===== src/design/ggps_pkg.sv =====
// Shared widths, lane tables and square-root step for the grid path step unit.
`default_nettype none
package ggps_pkg;

	localparam int COORD_BITS = 10;
	localparam int FRAC_BITS  = 16;

	// Magnitude of one axis distance needs one bit more than a coordinate.
	localparam int MAG_W   = COORD_BITS + 1;
	localparam int DIFF_W  = COORD_BITS + 2;
	localparam int SUM_W   = 2 * COORD_BITS + 2;
	localparam int ROOT_W  = (SUM_W + 2 * FRAC_BITS) / 2;
	localparam int REM_W   = ROOT_W + 3;
	localparam int SCORE_W = ROOT_W + 1;
	localparam int LANES   = 8;
	localparam int LIDX_W  = 3;

	// Offset codes: 0 is -1, 1 is 0, 2 is +1.
	localparam logic [1:0] OFS_NEG  = 2'd0;
	localparam logic [1:0] OFS_ZERO = 2'd1;
	localparam logic [1:0] OFS_POS  = 2'd2;

	typedef struct packed {
		logic [REM_W-1:0]  rem;
		logic [ROOT_W-1:0] root;
	} root_state_t;

	typedef struct packed {
		logic [SCORE_W-1:0] score;
		logic [LIDX_W-1:0]  idx;
	} cand_t;

	// Elaboration-time floor square root.
	function automatic logic [63:0] isqrt64(input logic [63:0] v);
		logic [63:0] res;
		logic [63:0] t;
		res = '0;
		for (int b = 31; b >= 0; b--) begin
			t = res | (64'd1 << b);
			if (t * t <= v) begin
				res = t;
			end
		end
		return res;
	endfunction

	localparam logic [SCORE_W-1:0] STRAIGHT_COST = SCORE_W'(64'd1 << FRAC_BITS);
	localparam logic [SCORE_W-1:0] DIAG_COST =
		SCORE_W'(isqrt64(64'd2 << (2 * FRAC_BITS)));

	// Lanes in scan order: x outer, y inner, center skipped.
	function automatic logic [1:0] lane_dx(input logic [LIDX_W-1:0] i);
		logic [1:0] c;
		case (i)
			3'd0, 3'd1, 3'd2: c = OFS_NEG;
			3'd3, 3'd4:       c = OFS_ZERO;
			default:          c = OFS_POS;
		endcase
		return c;
	endfunction

	function automatic logic [1:0] lane_dy(input logic [LIDX_W-1:0] i);
		logic [1:0] c;
		case (i)
			3'd0, 3'd3, 3'd5: c = OFS_NEG;
			3'd1, 3'd6:       c = OFS_ZERO;
			default:          c = OFS_POS;
		endcase
		return c;
	endfunction

	// One restoring square-root step: bring down a bit pair, try to subtract.
	function automatic root_state_t root_step(input root_state_t st, input logic [1:0] pair);
		root_state_t       o;
		logic [REM_W-1:0]  rem2;
		logic [REM_W-1:0]  trial;
		rem2  = {st.rem[REM_W-3:0], pair};
		trial = {1'b0, st.root, 2'b01};
		if (rem2 >= trial) begin
			o.rem  = rem2 - trial;
			o.root = {st.root[ROOT_W-2:0], 1'b1};
		end else begin
			o.rem  = rem2;
			o.root = {st.root[ROOT_W-2:0], 1'b0};
		end
		return o;
	endfunction

endpackage
`default_nettype wire


===== src/design/ggps_isqrt.sv =====
// Pipelined floor square root of (s << 2*FRAC_BITS), one root bit per stage.
`default_nettype none
module ggps_isqrt (
	input  wire logic                        clk,
	input  wire logic [ggps_pkg::ROOT_W-1:0] en,
	input  wire logic [ggps_pkg::SUM_W-1:0]  s,
	output logic      [ggps_pkg::ROOT_W-1:0] root
);

	ggps_pkg::root_state_t            st_s  [ggps_pkg::ROOT_W];
	logic [ggps_pkg::SUM_W-1:0]       rad_s [ggps_pkg::ROOT_W];

	// Stage 0 starts from an empty remainder.
	always_ff @(posedge clk) begin
		if (en[0]) begin
			st_s[0]  <= ggps_pkg::root_step('0, s[ggps_pkg::SUM_W-1 -: 2]);
			rad_s[0] <= {s[ggps_pkg::SUM_W-3:0], 2'b00};
		end
	end

	for (genvar j = 1; j < ggps_pkg::ROOT_W; j++) begin : g_step
		always_ff @(posedge clk) begin
			if (en[j]) begin
				// zeros shift in once the radicand bits are used up
				st_s[j]  <= ggps_pkg::root_step(st_s[j-1],
					rad_s[j-1][ggps_pkg::SUM_W-1 -: 2]);
				rad_s[j] <= {rad_s[j-1][ggps_pkg::SUM_W-3:0], 2'b00};
			end
		end
	end

	assign root = st_s[ggps_pkg::ROOT_W-1].root;

endmodule
`default_nettype wire


===== config.mk =====
export PLATFORM = sky130hd
export DESIGN_NAME = ggps_isqrt
export DESIGN_NICKNAME = d
export VERILOG_FILES = /design/src/design/ggps_pkg.sv /design/src/design/ggps_isqrt.sv
export SDC_FILE = /design/constraint.sdc
export NUM_CORES = 2
export LEC_CHECK = 0
export ABC_AREA = 1
export BUFFER_PORTS_ARGS = -buffer_cell sky130_fd_sc_hd__buf_2
export CORE_ASPECT_RATIO = 1.4
export CORE_MARGIN = 1.5
export CORE_UTILIZATION = 55
export CTS_BUF_LIST = sky130_fd_sc_hd__clkbuf_4 sky130_fd_sc_hd__clkbuf_8 sky130_fd_sc_hd__clkbuf_16
export DETAILED_ROUTE_END_ITERATION = 12
export PLACE_DENSITY_LB_ADDON = 0.12
export REMOVE_ABC_BUFFERS = 1
export SKIP_LAST_GASP = 1
export SYNTH_ARGS = -nofsm -noshare
export SYNTH_HDL_FRONTEND = slang
export SYNTH_SLANG_ARGS = --single-unit

===== constraint.sdc =====
create_clock -name clk -period 5.6 [get_ports clk]
set_input_delay 0.28 -clock clk [delete_from_list [all_inputs] [get_ports clk]]
set_output_delay 0.28 -clock clk [all_outputs]
set_load 0.005 [all_outputs]

==> reports/qor.txt <==
drt first pass iters: 8
vias per inst: 5.340
Root Driver: clkbuf_16
status: complete, no violations
dpl cell area: 78220 um2
register bit total from synthesis: 1164
Synth Instances: 9797
Post-synth EDFFs: 1164
# H-tree levels: 3
cells resized by post-CTS repair: 0
first-pass GRT wire length: 338.0 mm
I/O pins: 77
Critical Path Source Type: flop
hpwl dp: 175.4 mm
worst path bufs/invs: 4
switching portion of total power: 34.42%
Peak VDD IR: 0.0003249 V
drt initial violations: 4649
Overall Power: 27.43 mW
crit path kind: reg2reg
Seq/Total Area, Yosys: 45.73%
Longest Clk Path Bufs: 3
DR vias: 63080
Sink Count: 1164
clock power share: 30.2%
drt drc: 0
Top Family by Delay on Critical Path: simple AND/OR/NAND/NOR gates
share of post-route cells with drive strength above 1: 5.410%
Port-buffer cells: 76
combinational cell fraction of total power: 26.4%
fmax: 276.5 MHz
Avg WL per Cell: 18.54 um
post-layout util: 59.87%
critical path fanouts, max: 21
Worst Tran Pin Value: 1.217 ns
Die H: 444.1 um
Die Span X: 318.1 um
Yosys top cell area share: 45.73%
Critical Path End Type: flop
Net Sw Power: 9.442 mW
Area Overhead vs Synth: 7.929%
most common cell in the synthesized netlist: nand2_1
Clock transition at path regs: 0.06 ns
Slew HR: 18.88%
count of cell types in the netlist: 55
Final Cycle Share: 64.58%
crit path cell chain: inv_1 > ha_1 > inv_1 > fa_1 > inv_1 > nand3_1 > nand3_1 > nand3_1 > nand3_1 > nand2_1 > nand2_1 > inv_1 > nand2_1 > nand2_1
total grt overflow: 0
Nets: 10360
Post-synth top cells: nand2_1 (3378), inv_1 (1781), edfxtp_1 (1164)
later-pin clock latency in the skew report: 0.77 ns
Tightest Hold Check Type: in2reg
PwrDens: 332.5 nW/um2
asr flop ratio synth: 0%
Rows: 161
Pint: 17.99 mW
design area: 82490 um2
core area: 137800 um2
Post-CTS Setup Inserts: 0
initial antenna violation count: 5
post-synthesis cell area: 76430 um2
synth top area cells: edfxtp_1 (46%), nand2_1 (17%), inv_1 (8.7%)
number of global-route vias before repair: 61880
Worst Path Arrival: 4.12 ns
Routed Antenna Nets: 0
CTS Buf Count: 116
Synth Flop Type: edfxtp_1
synth warn: 0
All-Layer GR Usage: 30.84%
RSZ-0062 raised after global routing: false
slowest stage delay, CP: 0.59 ns
final hold vios: 0
Placer Congestion: 0.9815
Pins Over Slew Limit: 0
CP required: 6.10 ns
Setup Viol. Count Final: 0
Final min period: 3.616 ns
skew final: 0.03178 ns
cell accounting for the most synthesized area: edfxtp_1
max cap viols: 0
Leak: 39.06 nW
Flop pwr share: 43.4%
syn_area_per_cell: 7.801 um2
Fin Setup TNS: 0 ns
drt total wl: 219.1 mm
Starting Density: 55.47%
CTS tree: yes
largest net degree at the start of global routing: 54
Worst path slowest cell: nand2_1
die area: 141200 um2
==> worst reg2reg max path, stage by stage (launching register included) <==
cell	delay, ns
edfxtp_1	0.41
inv_1	0.15
ha_1	0.24
inv_1	0.08
fa_1	0.41
inv_1	0.09
nand3_1	0.07
nand3_1	0.17
nand3_1	0.09
nand3_1	0.16
nand2_1	0.11
nand2_1	0.59
inv_1	0.55
nand2_1	0.19
nand2_1	0.07
==> sequential cells by signal, summed over array words and instances, names as in the netlist <==
register / count
st_s: 1054
rad_s: 110
==> cell type report <==
| type | instances | area, um2 |
|---|---|---|
| well taps | 1793 | 2243 |
| flip-flops and latches | 1164 | 34950 |
| clock inverters | 92 | 1025 |
| repair buffers | 109 | 685.7 |
| clock buffers | 130 | 3008 |
| diodes | 2 | 5.005 |
| multi-input cells | 6717 | 33770 |
| inverters | 1806 | 6797 |
| fillers | 12700 | 55300 |
==> placed cells by master (no fill, tap or decap), drive strengths merged, types with 3 or more instances in the layout <==
cell / count
nand2: 3421
inv: 1822
edfxtp: 1164
nor2: 829
nand3: 668
ha: 376
a21oi: 375
o21ai: 255
nand4: 182
xor2: 158
clkbuf: 130
nor3: 124
xnor2: 103
buf: 86
nand3b: 81
clkinv: 49
or2: 40
and2: 27
dlygate4sd3: 23
o21bai: 16
bufinv: 16
fa: 15
nor4: 13
clkinvlp: 11
nor3b: 9
and3: 4
a21o: 4
o21a: 3
o211ai: 3
o2111ai: 3
a21boi: 3
==> through the flow <==
stage	hold WS, ns	instances	setup slack [ns]
after detailed placement	0.4045	11570	2.013
after global placement	0.4009	11570	2.133
after CTS	0.01082	11810	2.012
after global routing	0.05835	11810	1.753
after floorplan	0.3789	9687	2.834
final	0.05791	11810	1.984
==> power groups by stage <==
| stage | combinational, mW | clock [mW] | sequential [mW] |
|---|---|---|---|
| 6_report | 7.23 | 8.29 | 11.9 |
| 5_1_grt | 8.19 | 8.74 | 12.0 |
| 4_1_cts | 7.19 | 8.45 | 11.9 |
| 3_5_place_dp | 7.14 | 0 | 12.1 |
| 3_3_place_gp | 7.05 | 0 | 12.1 |
| 2_1_floorplan | 5.20 | 0 | 11.5 |
==> layer usage <==
| metal | GRT usage (%) | share of wire (%) | up-vias |
|---|---|---|---|
| met4 | 19.93 | 7.1 | 4 |
| met2 | 57.93 | 52 | 1736 |
| met3 | 2.745 | 3.6 | 612 |
| met1 | 32.99 | 37 | 29160 |
| met5 | 0 | 0.012 | - |
| li1 | - | - | 31570 |
==> cell families (layout without fill, tap and decap cells) <==
kind of cell | Yosys count | in the layout | share of synthesized area, %
simple gates | 5400 | 5400 | 29.71
fa+ha+maj | 391 | 391 | 6.548
xor+xnor | 261 | 261 | 2.991
buf+inv | 1916 | 2137 | 10.08
flops | 1164 | 1164 | 45.73
compound gates | 664 | 664 | 4.928
other cells | 1 | 3 | 0.004907
==> final timing paths <==
check | startpoint | end | slack, ns | cells after the start
worst min register to register | rad_s[0][55]$_DFFE_PP_ | rad_s[0][77]$_DFFE_PP_ | 0.42 | 0
worst max-delay path | st_s[0][712]$_DFFE_PP_ | st_s[0][773]$_DFFE_PP_ | 1.98 | 14
worst min-delay path | en[0] | st_s[0][28]$_DFFE_PP_ | 0.06 | 1
worst max register to register | st_s[0][712]$_DFFE_PP_ | st_s[0][773]$_DFFE_PP_ | 1.98 | 14
==> timing repair <==
| action | CTS | global route |
|---|---|---|
| setup endpoints to repair | 0 | 0 |
| hold buffers | 23 | 0 |
| endpoints found under the hold margin | 23 | 0 |
No activity file was read; power rests on OpenSTA's default activity.
